### src/hdl/bgs_pkg.sv
//------------------------------------------------------------------------------
// bgs_pkg: shared types and constants of the glyph scaler
// Widths, request kinds, register indices and the configuration register bundle.
//------------------------------------------------------------------------------
package bgs_pkg;
	localparam int MAX_WIDTH_DEF  = 64;
	localparam int MAX_HEIGHT_DEF = 64;
	localparam int FRAC_BITS_DEF  = 8;
	localparam int CFG_IDX_W      = 3;
	localparam int CFG_DATA_W     = 7;

	typedef enum logic [CFG_IDX_W-1:0] {
		REG_BITMAP_WIDTH  = 3'd0,
		REG_BITMAP_HEIGHT = 3'd1,
		REG_READ_X_OFFSET = 3'd2,
		REG_READ_Y_OFFSET = 3'd3,
		REG_REGION_WIDTH  = 3'd4,
		REG_REGION_HEIGHT = 3'd5,
		REG_OUT_WIDTH     = 3'd6,
		REG_OUT_HEIGHT    = 3'd7
	} reg_idx_t;

	localparam logic REQ_LOAD   = 1'b0;
	localparam logic REQ_SAMPLE = 1'b1;

	typedef struct packed {
		logic [6:0] bitmap_width;
		logic [6:0] bitmap_height;
		logic [5:0] read_x_offset;
		logic [5:0] read_y_offset;
		logic [6:0] region_width;
		logic [6:0] region_height;
		logic [6:0] out_width;
		logic [6:0] out_height;
	} cfg_t;
endpackage

### src/hdl/bgs_div.sv
//------------------------------------------------------------------------------
// bgs_div: pipelined restoring divider
// One quotient bit per stage; a new dividend may enter every cycle while adv is high.
//------------------------------------------------------------------------------
module bgs_div import bgs_pkg::*; #(
	parameter int NUM_W = 21,
	parameter int DEN_W = 7,
	parameter int TAG_W = 8
) (
	input  logic             clk,
	input  logic             arst_n,
	input  logic             adv,
	input  logic             in_vld,
	input  logic [NUM_W-1:0] num,
	input  logic [DEN_W-1:0] den,
	input  logic [TAG_W-1:0] tag_in,
	output logic             out_vld,
	output logic [NUM_W-1:0] quo,
	output logic [TAG_W-1:0] tag_out
);
	logic             vld_q [1:NUM_W];
	logic [NUM_W-1:0] n_q   [1:NUM_W];
	logic [DEN_W:0]   r_q   [1:NUM_W];
	logic [DEN_W-1:0] d_q   [1:NUM_W];
	logic [TAG_W-1:0] t_q   [1:NUM_W];

	for (genvar k = 0; k < NUM_W; k++) begin : g_st
		logic             v_in;
		logic [NUM_W-1:0] n_in;
		logic [DEN_W:0]   r_in;
		logic [DEN_W-1:0] d_in;
		logic [TAG_W-1:0] t_in;
		logic [DEN_W+1:0] sh;
		logic [DEN_W+1:0] df;

		if (k == 0) begin : g_first
			// a zero divisor divides as one
			assign v_in = in_vld;
			assign n_in = num;
			assign r_in = '0;
			assign d_in = (den == '0) ? DEN_W'(1) : den;
			assign t_in = tag_in;
		end else begin : g_next
			assign v_in = vld_q[k];
			assign n_in = n_q[k];
			assign r_in = r_q[k];
			assign d_in = d_q[k];
			assign t_in = t_q[k];
		end

		always_comb begin
			sh = {r_in, n_in[NUM_W-1]};
			df = sh - {2'b00, d_in};
		end
		always_ff @(posedge clk or negedge arst_n) begin
			if (!arst_n) begin
				vld_q[k+1] <= 1'b0;
			end else if (adv) begin
				vld_q[k+1] <= v_in;
			end
		end
		always_ff @(posedge clk) begin
			if (adv) begin
				d_q[k+1] <= d_in;
				t_q[k+1] <= t_in;
				if (!df[DEN_W+1]) begin
					r_q[k+1] <= df[DEN_W:0];
					n_q[k+1] <= {n_in[NUM_W-2:0], 1'b1};
				end else begin
					r_q[k+1] <= sh[DEN_W:0];
					n_q[k+1] <= {n_in[NUM_W-2:0], 1'b0};
				end
			end
		end
	end

	assign out_vld = vld_q[NUM_W];
	assign quo     = n_q[NUM_W];
	assign tag_out = t_q[NUM_W];
endmodule

### config.mk
export PLATFORM = sky130hd
export DESIGN_NAME = bgs_div
export DESIGN_NICKNAME = d
export VERILOG_FILES = /design/src/hdl/bgs_pkg.sv /design/src/hdl/bgs_div.sv
export SDC_FILE = /design/constraint.sdc
export NUM_CORES = 1
export LEC_CHECK = 0
export ABC_AREA = 1
export BUFFER_PORTS_ARGS = -buffer_cell sky130_fd_sc_hd__buf_2
export CORE_ASPECT_RATIO = 0.9
export CORE_MARGIN = 2
export CORE_UTILIZATION = 65
export DETAILED_ROUTE_END_ITERATION = 10
export PLACE_DENSITY = 0.82
export RECOVER_POWER = 50
export SLEW_MARGIN = 25
export SYNTH_ARGS = -nofsm -noshare
export SYNTH_HDL_FRONTEND = slang
export SYNTH_SLANG_ARGS = --single-unit
### constraint.sdc
create_clock -name clk -period 5.9 [get_ports clk]
set_input_delay 1.18 -clock clk [delete_from_list [all_inputs] [get_ports clk]]
set_output_delay 1.18 -clock clk [all_outputs]
set_load 0.005 [all_outputs]
# ---- Word level (Yosys, flattened, before mapping)
# Memories as Yosys holds them, arrays and structs flattened.
# Cells that the tools add are included.
dict set report op_classes {
  add_sub_neg 21
  mul 0
  n_div 0
  order_cmp 0
  n_eq_ne 0
  n_shift 0
  n_mux 171
  n_bitwise 42
  reduce_logical 1
}
# op count
set ops {}
lappend ops {{$mux 21} 21}
lappend ops {{$sub 9x7->9} 20}
lappend ops {{$mux 8} 21}
lappend ops {{$mux 1} 128}
lappend ops {{$or 1x1->1} 42}
lappend ops {{$sub 1x7->8} 1}
lappend ops {{$logic_not 7->1} 1}
lappend ops {{$mux 7} 1}
dict set report totals {
  reg_bits 21
  latch_bits 0
  ram_bits 924
  rom_bits 0
  elab_cells 260
  memories 4
}
# memory words width read_ports rd_clocked_by_memory_dff write_ports line
set memory_table {}
lappend memory_table {n_q 21 21 21 0 21 bgs_div.sv:22} ;# logic [NUM_W-1:0] n_q [1:NUM_W];
lappend memory_table {r_q 21 8 20 0 21 bgs_div.sv:23} ;# logic [DEN_W:0] r_q [1:NUM_W];
lappend memory_table {t_q 21 8 21 0 21 bgs_div.sv:25} ;# logic [TAG_W-1:0] t_q [1:NUM_W];
lappend memory_table {d_q 21 7 20 0 21 bgs_div.sv:24} ;# logic [DEN_W-1:0] d_q [1:NUM_W];

# ---- Depth between registers and ports, before layout
dict set report depth {
  depth_word 7
  depth_mapped 12
  depth_no_buf 12
}

# ---- Least setup slack after synthesis
# No wires, ideal clock.
dict set report synth_timing {
  kind {input to register}
  start {in adv}
  end {reg n_q[2][0] (netlist name)}
  setup_ns 0.396
  arrival_ns 2.430
  required_ns 5.504
  slack_ns 3.075
  cell_stages 3
  path_buffers 3
  path_cell_list {buf_4 -> clkbuf_1 -> clkbuf_1}
}
# element line
set synth_rtl {}
lappend synth_rtl {{from (decl)} bgs_div.sv:12} ;# input logic adv,

==> results_dict.tcl <==
set metrics [dict create \
    outcome "finished with violations" \
    violated_checks "capacitance limit, slew limit" \
    critical_path.cell_chain "buf_8 -> clkbuf_1 -> nand3_4 -> nand2_1 -> nand2_1" \
    cts_hold_fix_bufs 0 \
    regToRegSetupSlack_ns 3.48 \
    clock_latency_at_the_later_pin_of_the_worst_skew_pair_ns 0.65 \
    share_of_the_synthesized_area_in_the_top_cell_type 0.698 \
    cts_inserted_buffers 89 \
    synth_area_per_cell_um2 13.1 \
    hold_critical_path_depth 0 \
    grt_pass1_vias 21600 \
    numClockSinks 930 \
    p_int_mw 13.4 \
    power.share.clock 0.295 \
    synth-warning-count 0 \
    firstDrtPassIters 8 \
    p_leak_nw 18.0 \
    ir_worst_vdd_uv 290 \
    tritoncts "done" \
    max-slew-margin-rel -0.494 \
    fin_skew_ns 0.0206 \
    path_common_cell "sky130_fd_sc_hd__nand2_1" \
    cp_depth 5 \
    worstSetupStartpointType "input pin" \
    critPathKind "input pin to register" \
    htree_levels 3 \
    longest_clk_path_bufs 3 \
    max_slew.worst_pin.slew_ns 2.24 \
    setup_viol_count_final 0 \
    gr-total-overflow 0 \
    synth_most_common_cell "sky130_fd_sc_hd__edfxtp_1" \
    timing.critical_path.slowest_stage_cell "sky130_fd_sc_hd__clkbuf_1" \
    power.net_switching_mw 6.05 \
    hold_endpoint "n_q[8][24]" \
    hold_class "register to register" \
    postCtsSetupBuffers 0 \
    layout-area-overhead-vs-synth_pct 10.7 \
    synth.yosys.seq_area_share 0.711 \
    die_width_um 263 \
    finish.net_count 3303 \
    total_count_of_max_transition_violations_in_the_final_report 167 \
    dp.cells 3795 \
    cts.clk_slew.worst_paths_ns 0.06 \
    post_synth_inst_count 2986 \
    max_stage_delay_ns 1.57 \
    pin_count_of_the_biggest_net_entering_global_routing 187 \
    critPathCaptureType "register" \
    placement_rows 85 \
    final_min_period_over_clock_period 0.582 \
    fraction_of_layout_instances_using_a_drive_strength_above_1 0.116 \
    ioPinCount 70 \
    switching_share 0.311 \
    wl_um 64200 \
    final_antenna_net_count 0 \
    cp_max_fo 75 \
    grt_pass1_wl_um 105000 \
    yosys-top-cells-area "sky130_fd_sc_hd__edfxtp_1 (70%), sky130_fd_sc_hd__nand2_1 (8.1%), sky130_fd_sc_hd__ha_1 (4.5%)" \
    final_hold_violation_count 0 \
    grt_setup_unrepaired "false" \
    stdcell_count 3963 \
    route.vias.total 21800 \
    worstReg2RegEnd "r_q[1][30]" \
    antenna_violations_before_repair 2 \
    post_drt_via_cell_ratio 5.49 \
    track_usage 0.210 \
    synthesis.nets 3186 \
    routedWlPerCell_um 16.2 \
    power.share.combinational 0.246 \
    worstPathRequired_ns 6.27 \
    rr_startpoint "n_q[3][20]" \
    synth.ff_latch_count 930 \
    ctsRootBufferMaster "sky130_fd_sc_hd__clkbuf_16" \
    post_cts.resized_instances 0 \
    drc 0 \
    netlist.top_cell.by_area "sky130_fd_sc_hd__edfxtp_1" \
    io_buffers 69 \
    worst-path-buf-inv 2 \
    async_flop_share 0.0226 \
    dieArea_um2 62200 \
    drt_iter0_drc 2143 \
    maxCapViolations 4 \
    syn-cell-area_um2 39100 \
    yosys_most_used_dff "sky130_fd_sc_hd__edfxtp_1" \
    worst_path_dominant_cell_family "buffers and inverters" \
    power.density_cell_area_nw_per_um2 449 \
    fin_util 0.726 \
    achievable-frequency_ghz 0.291 \
    hold_path.startpoint "n_q[8][2]" \
    start_util 0.656 \
    yosysUniqueCellTypes 36 \
    worst-endpoint-arrival_ns 3.81 \
    synth-edff-count 909 \
    die_h_um 237 \
    dp_hpwl_um 40700 \
    worst-r2r-cell-count 12 \
    core_um2 59700 \
    globalplace.congestion 0.873 \
    final.setup.tns_ns 0 \
    power_frac_seq 0.459 \
    synthTopCellsByCount "sky130_fd_sc_hd__edfxtp_1 (909), sky130_fd_sc_hd__nand2_1 (840), sky130_fd_sc_hd__inv_1 (367)" \
    final_period_minus_worst_setup_slack_ns 3.44 \
]
## layout by cell type, fill, tap and decap left out, types with 3 or more instances in the layout
master,netlist,routed
sky130_fd_sc_hd__a21oi_1,27,27
sky130_fd_sc_hd__a21oi_2,21,21
sky130_fd_sc_hd__buf_12,1,5
sky130_fd_sc_hd__buf_2,17,61
sky130_fd_sc_hd__bufinv_16,0,10
sky130_fd_sc_hd__clkbuf_1,29,23
sky130_fd_sc_hd__clkbuf_16,0,92
sky130_fd_sc_hd__clkbuf_8,1,3
sky130_fd_sc_hd__clkinv_1,18,35
sky130_fd_sc_hd__clkinv_2,0,21
sky130_fd_sc_hd__clkinv_4,0,3
sky130_fd_sc_hd__clkinvlp_4,0,4
sky130_fd_sc_hd__dfrtp_1,21,21
sky130_fd_sc_hd__edfxtp_1,909,909
sky130_fd_sc_hd__fa_1,19,19
sky130_fd_sc_hd__ha_1,141,141
sky130_fd_sc_hd__inv_1,367,367
sky130_fd_sc_hd__inv_2,13,13
sky130_fd_sc_hd__nand2_1,840,840
sky130_fd_sc_hd__nand2_2,37,37
sky130_fd_sc_hd__nand2_4,19,19
sky130_fd_sc_hd__nand3_1,96,96
sky130_fd_sc_hd__nand3_2,17,17
sky130_fd_sc_hd__nand3_4,38,38
sky130_fd_sc_hd__nand4_1,176,176
sky130_fd_sc_hd__nor2_1,77,77
sky130_fd_sc_hd__nor2_2,3,3
sky130_fd_sc_hd__nor3_1,9,9
sky130_fd_sc_hd__nor3_2,3,3
sky130_fd_sc_hd__or2_1,8,8
sky130_fd_sc_hd__or2_2,8,8
sky130_fd_sc_hd__xnor2_1,17,17
sky130_fd_sc_hd__xor2_1,42,42
## power by group through the flow
| stage | logic, mW | registers, mW | clock network [mW] |
|---|---|---|---|
| 5_1_grt | 5.41 | 8.99 | 6.12 |
| 2_1_floorplan | 3.69 | 8.82 | 0 |
| 3_5_place_dp | 4.64 | 9.04 | 0 |
| 3_3_place_gp | 4.39 | 9.00 | 0 |
| 6_report | 4.78 | 8.91 | 5.74 |
| 4_1_cts | 4.73 | 8.91 | 5.87 |
## through the flow
step,hold slack (ns),setup WS [ns],power (mW),instance area [µm²]
6_report,0.404,2.46,19.4,43300
5_1_grt,0.413,2.23,20.5,43300
4_1_cts,0.406,3.39,19.5,43300
3_5_place_dp,0.405,2.71,13.7,40300
3_3_place_gp,0.400,2.78,13.4,40300
2_1_floorplan,0.400,3.07,12.5,39100
## registers in the layout, indices dropped and copies added (netlist names)
register,flops
g_st.v_in,20
n_q,441
out_vld,1
t_q,168
r_q,160
d_q,140
## worst register-to-register path: stages (launching register included)
cell and delay, ns:
sky130_fd_sc_hd__edfxtp_1 0.42, sky130_fd_sc_hd__inv_1 0.09, sky130_fd_sc_hd__ha_1 0.14, sky130_fd_sc_hd__inv_1 0.07
sky130_fd_sc_hd__fa_1 0.43, sky130_fd_sc_hd__nand2_1 0.08, sky130_fd_sc_hd__nand2_1 0.13, sky130_fd_sc_hd__nand3_2 0.15
sky130_fd_sc_hd__nand2_2 0.08, sky130_fd_sc_hd__nand2_4 0.13, sky130_fd_sc_hd__nand3_4 0.15, sky130_fd_sc_hd__nand2_1 0.13
sky130_fd_sc_hd__nand2_1 0.14
## layout make-up
cell class / instances / area [µm²]
sequential: 930 / 27800
fill: 3493 / 16400
multi-input combinational: 1605 / 9530
inverter: 398 / 1490
clock inverter: 60 / 606
antenna: 1 / 2.50
clock buffer: 107 / 2390
timing repair buffer: 79 / 469
tap: 783 / 980
## layer usage
metal | up-vias | share of wire | GRT usage | wire (µm)
li1 | 10500 | - | - | -
met1 | 10400 | 0.40 | 0.264 | 26000
met2 | 640 | 0.52 | 0.365 | 33400
met3 | 176 | 0.045 | 0.0374 | 2860
met4 | 0 | 0.031 | 0.0824 | 1990
met5 | - | 0 | 0 | 0
## kinds of logic after synthesis
group,count (synthesis),share of synthesized area
buffers and inverters,451,0.0453
XOR/XNOR,59,0.0132
AND/OR/NAND/NOR,1333,0.167
flip-flops,930,0.711
AO/OA/AOI/OAI,53,0.00889
adder cells (fa/ha/maj),160,0.0548
## worst max path at each step
stage | from | to | slack [ns]
4_1_cts | adv | r_q[4][25] | 3.39
6_report | adv | r_q[2][6] | 2.46
3_5_place_dp | adv | r_q[4][25] | 2.71
2_1_floorplan | adv | n_q[2][0] | 3.07
5_1_grt | adv | r_q[2][16] | 2.23
3_3_place_gp | adv | r_q[5][4] | 2.78
(Power assumes the default switching activity.)
