<file path="src/hdl/bgs_pkg.sv">
//------------------------------------------------------------------------------
// bgs_pkg: shared types and constants of the glyph scaler
// Widths, request kinds, register indices and the configuration register bundle.
//------------------------------------------------------------------------------
package bgs_pkg;
	localparam int MAX_WIDTH_DEF  = 64;
	localparam int MAX_HEIGHT_DEF = 64;
	localparam int FRAC_BITS_DEF  = 8;
	localparam int CFG_IDX_W      = 3;
	localparam int CFG_DATA_W     = 7;

	typedef enum logic [CFG_IDX_W-1:0] {
		REG_BITMAP_WIDTH  = 3'd0,
		REG_BITMAP_HEIGHT = 3'd1,
		REG_READ_X_OFFSET = 3'd2,
		REG_READ_Y_OFFSET = 3'd3,
		REG_REGION_WIDTH  = 3'd4,
		REG_REGION_HEIGHT = 3'd5,
		REG_OUT_WIDTH     = 3'd6,
		REG_OUT_HEIGHT    = 3'd7
	} reg_idx_t;

	localparam logic REQ_LOAD   = 1'b0;
	localparam logic REQ_SAMPLE = 1'b1;

	typedef struct packed {
		logic [6:0] bitmap_width;
		logic [6:0] bitmap_height;
		logic [5:0] read_x_offset;
		logic [5:0] read_y_offset;
		logic [6:0] region_width;
		logic [6:0] region_height;
		logic [6:0] out_width;
		logic [6:0] out_height;
	} cfg_t;
endpackage

</file>
<file path="src/hdl/bgs_blend.sv">
//------------------------------------------------------------------------------
// bgs_blend: two-level bilinear blend
// Horizontal pair blends, then the vertical blend, one register after each.
//------------------------------------------------------------------------------
module bgs_blend import bgs_pkg::*; #(
	parameter int FRAC_BITS = FRAC_BITS_DEF,
	parameter int TAG_W     = 8
) (
	input  logic                 clk,
	input  logic                 arst_n,
	input  logic                 adv,
	input  logic                 in_vld,
	input  logic [7:0]           c00,
	input  logic [7:0]           c01,
	input  logic [7:0]           c10,
	input  logic [7:0]           c11,
	input  logic [FRAC_BITS-1:0] fx,
	input  logic [FRAC_BITS-1:0] fy,
	input  logic [TAG_W-1:0]     tag_in,
	output logic                 out_vld,
	output logic [7:0]           pix,
	output logic [TAG_W-1:0]     tag_out
);
	localparam int RW = FRAC_BITS + 9;
	localparam int VW = 2 * FRAC_BITS + 9;
	localparam logic [FRAC_BITS:0] ONE = (FRAC_BITS+1)'(1) << FRAC_BITS;

	logic             vld_s1, vld_s2;
	logic [RW-1:0]    r0_s1, r1_s1;
	logic [FRAC_BITS:0] fy_s1;
	logic [TAG_W-1:0] tag_s1, tag_s2;
	logic [VW-1:0]    v_s2;
	logic [FRAC_BITS:0] fxe, ifx, ify;

	always_comb begin
		fxe = {1'b0, fx};
		ifx = ONE - fxe;
		ify = ONE - fy_s1;
	end

	always_ff @(posedge clk or negedge arst_n) begin
		if (!arst_n) begin
			vld_s1 <= 1'b0;
			vld_s2 <= 1'b0;
		end else if (adv) begin
			vld_s1 <= in_vld;
			vld_s2 <= vld_s1;
		end
	end

	always_ff @(posedge clk) begin
		if (adv) begin
			r0_s1  <= RW'(ifx) * RW'(c00) + RW'(fxe) * RW'(c01);
			r1_s1  <= RW'(ifx) * RW'(c10) + RW'(fxe) * RW'(c11);
			fy_s1  <= {1'b0, fy};
			tag_s1 <= tag_in;
			v_s2   <= VW'(ify) * VW'(r0_s1) + VW'(fy_s1) * VW'(r1_s1);
			tag_s2 <= tag_s1;
		end
	end

	assign out_vld = vld_s2;
	assign pix     = v_s2[2*FRAC_BITS +: 8];
	assign tag_out = tag_s2;
endmodule
</file>
<file path="config.mk">
export PLATFORM = sky130hd
export DESIGN_NAME = bgs_blend
export DESIGN_NICKNAME = d
export VERILOG_FILES = /design/src/hdl/bgs_pkg.sv /design/src/hdl/bgs_blend.sv
export SDC_FILE = /design/constraint.sdc
export NUM_CORES = 1
export LEC_CHECK = 0
export BUFFER_PORTS_ARGS = -buffer_cell sky130_fd_sc_hd__buf_4
export CELL_PAD_IN_SITES_DETAIL_PLACEMENT = 0
export CELL_PAD_IN_SITES_GLOBAL_PLACEMENT = 2
export CORE_UTILIZATION = 30
export CTS_CLUSTER_DIAMETER = 120
export DETAILED_ROUTE_END_ITERATION = 6
export PLACE_DENSITY = 0.74
export SETUP_SLACK_MARGIN = 0.4
export SLEW_MARGIN = 20
export SYNTH_ARGS = -nofsm -noshare
export SYNTH_HDL_FRONTEND = slang
export SYNTH_SLANG_ARGS = --single-unit
</file>
<file path="constraint.sdc">
create_clock -name clk -period 12.1 [get_ports clk]
set_input_delay 1.21 -clock clk [delete_from_list [all_inputs] [get_ports clk]]
set_output_delay 1.21 -clock clk [all_outputs]
set_load 0.01 [all_outputs]
</file>
* Word-level counts from Yosys, hierarchy flattened
Index checks and enable logic that the tools add are counted.
** Operators by class
- Multiply operators :: 6
- $add $sub $neg :: 5
** Operators with widths (number)
- $add A17 B16 Y17 :: 2
- $mul A9 B8 Y17 :: 2
- $mul A8 B8 Y16 :: 2
- $add A24 B24 Y24 :: 1
- $mul A8 B17 Y24 :: 1
- $mul A9 B17 Y24 :: 1
- $sub A9 B8 Y9 const A :: 2
** Word-level totals
- Register bits :: 84
- Output and inout port bits :: 17
- Input port bits :: 60

* Depth between registers and ports, before layout
Gate-level depths: netlist of the first run.
- Depth in word-level cells :: 3
- Mapped depth :: 26
- Mapped depth without buffers :: 23

* Least setup slack after synthesis of the first run
No wires, ideal clock.
- Kind :: input to register
- Start :: input fx[1]
- End :: register r1_s1[16], data pin
- Buffers on the path :: 3
- Required time :: 11840 ps
- Library setup time :: 260 ps
- Arrival time :: 7204 ps
- Path slack :: 4637 ps
- Stages on the path :: 24
- Cells stage by stage :: clkbuf_1 -> clkbuf_1 -> inv_1 -> ha_1 -> nand2_1 -> xor2_1 -> clkbuf_1 -> nand2_1 -> fa_1 -> fa_1 -> fa_1 -> fa_1 -> inv_1 -> fa_1 -> inv_1 -> fa_1 -> inv_1 -> ha_1 -> o21a_1 -> a2111oi_4 -> o31ai_2 -> a211o_1 -> a21oi_2 -> xnor2_1
** On the way
- Cells in the longest elaborated chain, start to end :: 3
- Elaborated cells on any way between the ends :: 4
- Classes of those cells :: add/sub: 2; mul: 2
** RTL lines
- start, declared :: RTL line bgs_blend.sv:17 : input logic [FRAC_BITS-1:0] fx,
- $sub A9 B8 Y9 :: RTL line bgs_blend.sv:37 : ifx = ONE - fxe;
- $mul A9 B8 Y17 :: RTL line bgs_blend.sv:54 : r1_s1 <= RW'(ifx) * RW'(c10) + RW'(fxe) * RW'(c11);
- $add A17 B16 Y17 * :: RTL line bgs_blend.sv:54
- end signal, assigned :: RTL line bgs_blend.sv:54
- end, declared :: RTL line bgs_blend.sv:29 : logic [RW-1:0] r0_s1, r1_s1;
Every way passes the cells marked *; elsewhere a longest branch is shown, timed or not.
A chain may end at the register's enable or synchronous reset.

* Worst setup path in the final report of the first run
- Start :: input fx[0]
- End :: register r1_s1[16], data pin
The elaborated chain is that of the path after synthesis.

==> results of run 1 <==
[worst max-delay path, delay by kind of cell]
family / cells / cell delay, ps
buffers and inverters: 6 / 820
and+or+nand+nor: 1 / 80
xor gates and xnor gates: 2 / 750
AOI/OAI and AO/OA: 5 / 1170
adders and majority gates: 8 / 3530
[cell usage after synthesis (14+ instances only)]
master and number:
xor2_1 21, ha_1 203, nand2_1 279, fa_1 438
clkbuf_1 57, edfxtp_1 66, inv_1 580, and2_1 298
nor2_1 18, xnor2_1 36, a21oi_1 35, buf_1 14
[cell usage in the layout, fill, tap and decap left out, types with 2 or more instances in the layout]
cell type | synthesis | routed
xor2_1 | 21 | 20
o211a_1 | 2 | 2
or4_1 | 3 | 3
inv_1 | 580 | 580
o21ai_0 | 3 | 3
o21a_1 | 8 | 8
o22ai_1 | 2 | 2
clkbuf_16 | 0 | 9
nor2b_1 | 3 | 3
xnor2_1 | 36 | 34
nand3b_1 | 3 | 3
nor3_1 | 12 | 12
o311a_1 | 2 | 2
a21oi_1 | 35 | 35
a31oi_1 | 5 | 5
ha_1 | 203 | 203
a211o_1 | 2 | 2
o21ai_1 | 5 | 5
o21bai_1 | 4 | 4
clkinv_2 | 0 | 3
or2_2 | 2 | 2
nor2_1 | 18 | 18
mux2_2 | 2 | 2
buf_4 | 0 | 92
xnor2_2 | 0 | 2
o211ai_1 | 2 | 2
or3_1 | 2 | 2
a21o_1 | 9 | 9
nand2_1 | 279 | 279
nand3_1 | 10 | 10
o311ai_1 | 2 | 2
or2_1 | 2 | 2
edfxtp_1 | 66 | 66
o31ai_1 | 3 | 3
and3_1 | 4 | 4
nand4_1 | 4 | 4
and2_1 | 298 | 298
dfrtp_1 | 2 | 2
a211oi_1 | 3 | 3
fa_1 | 438 | 438
[worst max-delay path by stage]
| stage | start | to | cells past startpoint |
|---|---|---|---|
| after floorplan | fx[1] | r1_s1[16] | 24 |
| after detailed placement | fx[0] | r1_s1[16] | 22 |
| after global placement | fx[0] | r1_s1[16] | 22 |
| after CTS | fx[0] | r1_s1[16] | 22 |
| after global routing | fx[0] | r1_s1[16] | 22 |
| final | fx[0] | r1_s1[16] | 22 |
[stage by stage]
stage / utilization (%) / hold WS, ps / cells / area, sq um
floorplan: - / 400 / 2164 / 20300
global placement: 32.9 / 401 / 3047 / 21800
detailed placement: 32.9 / 405 / 3047 / 21800
CTS: 33.3 / 418 / 3062 / 22100
global route: 33.3 / 424 / 3062 / 22100
finish: 33.3 / 418 / 3062 / 22100
[sequential cells by signal, summed over array words and instances, names as in the netlist]
name / flops
r1_s1: 17
tag_s1: 8
out_vld: 1
tag_out: 8
fy_s1: 8
r0_s1: 17
v_s2: 8
vld_s1: 1
[layout make-up]
type,count,area [sq um],area share [%]
clock inverters,6,56.3,0.255
well taps,864,1080,4.90
clock buffers,9,225,1.02
multi-input cells,1443,15800,71.6
flip-flops and latches,68,2030,9.20
repair buffers,92,691,3.13
inverters,580,2180,9.86
[layer usage]
metal  vias up  track usage (%)  wire (microns)
met5         -                0               0
met4         0             3.10             694
met3        36             1.18            1010
met2       167             25.8           24500
met1      7117             19.8           21700
li1       6394                -               -
[cell families after synthesis]
logic type	count (synthesis)	share of synthesized area, %
flip-flops	68	10.0
buffers and inverters	653	12.1
AND/OR/NAND/NOR	644	16.2
XOR/XNOR	57	2.46
adder cells (fa/ha/maj)	641	55.8
AO/OA/AOI/OAI	99	3.36
multiplexers	2	0.111
==> flow_summary.ini, run 1 <==
[sta]
hold_violations = 0
period_share_pct = 62.0
tns_ps = 0
fin_worst_skew_ps = 4.48
max_freq_mhz = 133
grt_setup_unrepaired = false
period_needed_ps = 7500
setup_viol = 0
relSlewSlack_pct = 33.2
worstMarginPinSlew_ps = 997
drv_slew = 0
setup_slack_ps = 4600

[outcome]
status = completed

[clock_network]
cts_root_buffer = clkbuf_16
numCtsBuffers = 9
cts_hold_buf = 0
clock_path_buffers = 2
cts_resized = 0
htree_levels = 3
post-cts-setup-buffer-count = 0
cts_tree = yes
clk_latency_ps = 350
clock-sinks = 68
clk_pin_slew_ps = 60

[grt]
grt-ovfl-total = 0
grt_max_degree = 69
grt_pass1_wl_mm = 79.1
grt_pass1_vias = 14900
antenna_found_initial = 0
track_usage_pct = 14.7

[setup_path]
worstSetupPathType = in -> reg
r2r_cells = 22
cp_data_arrival_time_ps = 7590
r2r_slack_ps = 4670
crit_chain = buf_4 -> inv_1 -> ha_1 -> xnor2_1 -> buf_4 -> nand2_1 -> fa_1 -> fa_1 -> fa_1 -> fa_1 -> inv_1 -> fa_1 -> inv_1 -> fa_1 -> inv_1 -> ha_1 -> o21a_1 -> a2111oi_4 -> o31ai_2 -> a211o_1 -> a21oi_2 -> xnor2_1
rr_endpoint = v_s2[23]
crit_top_cell = fa_1
critPathMaxFanout = 35
slowest_delay_ps = 680
cp-start-kind = primary input
cp_slowest_cell = xnor2_1
cp-end-kind = register
cp.required_ps = 12190
reg2reg_from = fy_s1[0]

[die]
die_h_microns = 262
ioPinCount = 77
coreArea_sq_um = 66300
start_util_pct = 30.6
dieArea_sq_um = 68600
die_w_microns = 262
rows = 94

[detailed_routing]
routed_wl_mm = 47.9
dr.pass1.iters = 4
vias = 13700
viasPerCell = 4.48
dr.first_iter.drc_count = 556
drc_errors = 0
ant_nets = 0
wire_per_inst_microns = 15.7

[hold_path]
hp-class = reg -> reg
holdCritStartpoint = tag_s1[1]
min_delay_worst_endpoint = tag_out[1]
holdPathStages = 0

[final_layout]
nets = 2895
synthToLayoutAreaGrowth_pct = 8.87
drive_gt1_share_pct = 5.32
fill_cells = 6994
num_antenna_cells = 0

[placement]
dp.final_hpwl_mm = 41.0
place_ws_ps = 4180
gp_congestion = 0.802
io_buffers = 76

[yosys]
synth_top_area_share_pct = 43.2
synth_fp_nets = 2865
yosys.cell_types.count = 55
async_flop_share_pct = 2.94
synth_edf_count = 66
ys_seq_elements = 68
synthCells = 2164
synth_area_leaders = fa_1, ha_1, inv_1, edfxtp_1, and2_1
synth_top_area_cell = fa_1
yosys_warnings = 0
synth_flop_cell = edfxtp_1
synth.avg_cell_area_sq_um = 9.37
seq_area_frac_synth_pct = 10.0
netlist_area_sq_um = 20300

[run]
cap_violations = 0
Power of run 1 is not shown: default switching activity piles up to over one toggle a cycle in this logic, so the estimate is an artifact.
==> run 2, diff against run 1 <==
Clock period 12.1 ns to 7 ns, I/O delays scaled along.
==> run 2 against run 1 <==
  * Clock-buffer cell count grew 1
  * Design area grew 3.0%
  * Largest cell class unchanged
  * Core utilization rose by 0.98 points
  * Clock skew increased by 2.4 ps
  * Worst setup slack got worse by 4000 ps
  * Critical path depth grew 3
  * Die area unchanged
==> flow_summary.ini, run 2 (same netlist as run 1, synthesis figures left out) <==
[outcome]
status = completed

[sta]
hold_violations = 0
tns_ps = 0
period_share_pct = 91.8
fin_worst_skew_ps = 6.89
grt_setup_unrepaired = true
worstMarginPinSlew_ps = 903
max_freq_mhz = 156
relSlewSlack_pct = 39.8
drv_slew = 0
period_needed_ps = 6420
setup_viol = 0

[die]
die_w_microns = 262
start_util_pct = 30.6
dieArea_sq_um = 68600
rows = 94
coreArea_sq_um = 66300
ioPinCount = 77
die_h_microns = 262

[detailed_routing]
wire_per_inst_microns = 16.1
drc_errors = 0
routed_wl_mm = 50.0
dr.first_iter.drc_count = 553
viasPerCell = 4.52
vias = 14000
ant_nets = 0
dr.pass1.iters = 5

[setup_path]
r2r_slack_ps = 580
cp-end-kind = register
worstSetupPathType = reg -> reg
cp-start-kind = register
r2r_cells = 25
critPathMaxFanout = 17
cp.required_ps = 7100
cp_data_arrival_time_ps = 6530

[clock_network]
clock_path_buffers = 2
cts_root_buffer = clkbuf_16
clk_pin_slew_ps = 60
numCtsBuffers = 9
clk_latency_ps = 360
htree_levels = 3
cts_hold_buf = 0
cts_tree = yes
clock-sinks = 68

[placement]
gp_congestion = 0.809
io_buffers = 76
dp.final_hpwl_mm = 42.5

[grt]
grt_pass1_vias = 15300
grt_max_degree = 69
antenna_found_initial = 1
grt-ovfl-total = 0
track_usage_pct = 15.3
grt_pass1_wl_mm = 81.9

[final_layout]
num_antenna_cells = 0
layout_commonest_cell = inv_1
synthToLayoutAreaGrowth_pct = 12.1
drive_gt1_share_pct = 8.33
reg_top3 = r0_s1 x17, r1_s1 x17
nets = 2928
mostFrequentLayoutCells = inv_1, fa_1, and2_1
final_util_pct = 34.3

[run]
cap_violations = 0

[hold_path]
hp-class = in -> async
-- run 2: cell type report --
| class | count | area [sq um] |
|---|---|---|
| tap | 864 | 1080 |
| multi-input combinational | 1443 | 16100 |
| sequential | 68 | 2030 |
| fill | 6936 | 43600 |
| inverter | 580 | 2180 |
| clock buffer | 10 | 229 |
| clock inverter | 6 | 55.1 |
| timing repair buffer | 125 | 1040 |
-- run 2: worst paths after layout --
path                       startpoint         end
setup / recovery             fy_s1[2]    v_s2[23]
hold / removal                 arst_n      vld_s1
setup reg to reg             fy_s1[2]    v_s2[23]
hold reg to reg             tag_s1[6]  tag_out[6]
max in group asynchronous      arst_n     out_vld
min in group clk            tag_s1[6]  tag_out[6]
-- run 2: per-stage QoR --
step | setup slack (ps) | instances | cell area (sq um) | hold WS (ps)
2_1_floorplan | 386 | 2164 | 20300 | 400
3_5_place_dp | 74.8 | 3067 | 22000 | 405
6_report | 576 | 3096 | 22700 | 115
4_1_cts | 408 | 3084 | 22400 | 98.2
3_3_place_gp | 132 | 3067 | 22000 | 401
5_1_grt | 327 | 3096 | 22700 | 105
-- run 2: critical path, cell delays in order (launching register included) --
cell and delay [ps]:
edfxtp_1 450, nor4_4 390, buf_4 180, nand2_1 80, xor2_2 160, buf_12 160
and2_1 170, fa_1 500, inv_1 50, fa_1 450, fa_1 510, inv_1 50
fa_1 490, fa_1 490, inv_1 50, fa_1 470, inv_1 40, ha_1 320
nand3_2 110, nor3_2 40, a31oi_1 180, buf_4 150, a31oi_2 90, buf_6 150
a221o_1 300, xnor2_1 120
-- run 2: what timing repair did --
action                     CTS  global route
gates resized for setup      4            45
setup buffers                1            12
setup endpoints to repair    6            18
pin swaps                    0            17
-- run 2: per-layer routing --
| metal | vias up | GRT usage (%) | part of all wire [%] |
|---|---|---|---|
| met3 | 41 | 1.38 | 2.4 |
| met4 | 2 | 3.00 | 1.4 |
| li1 | 6450 | - | - |
| met5 | - | 0 | 0.026 |
| met2 | 167 | 27.2 | 51 |
| met1 | 7319 | 20.2 | 45 |
Power of run 2 is left out for the same reason.
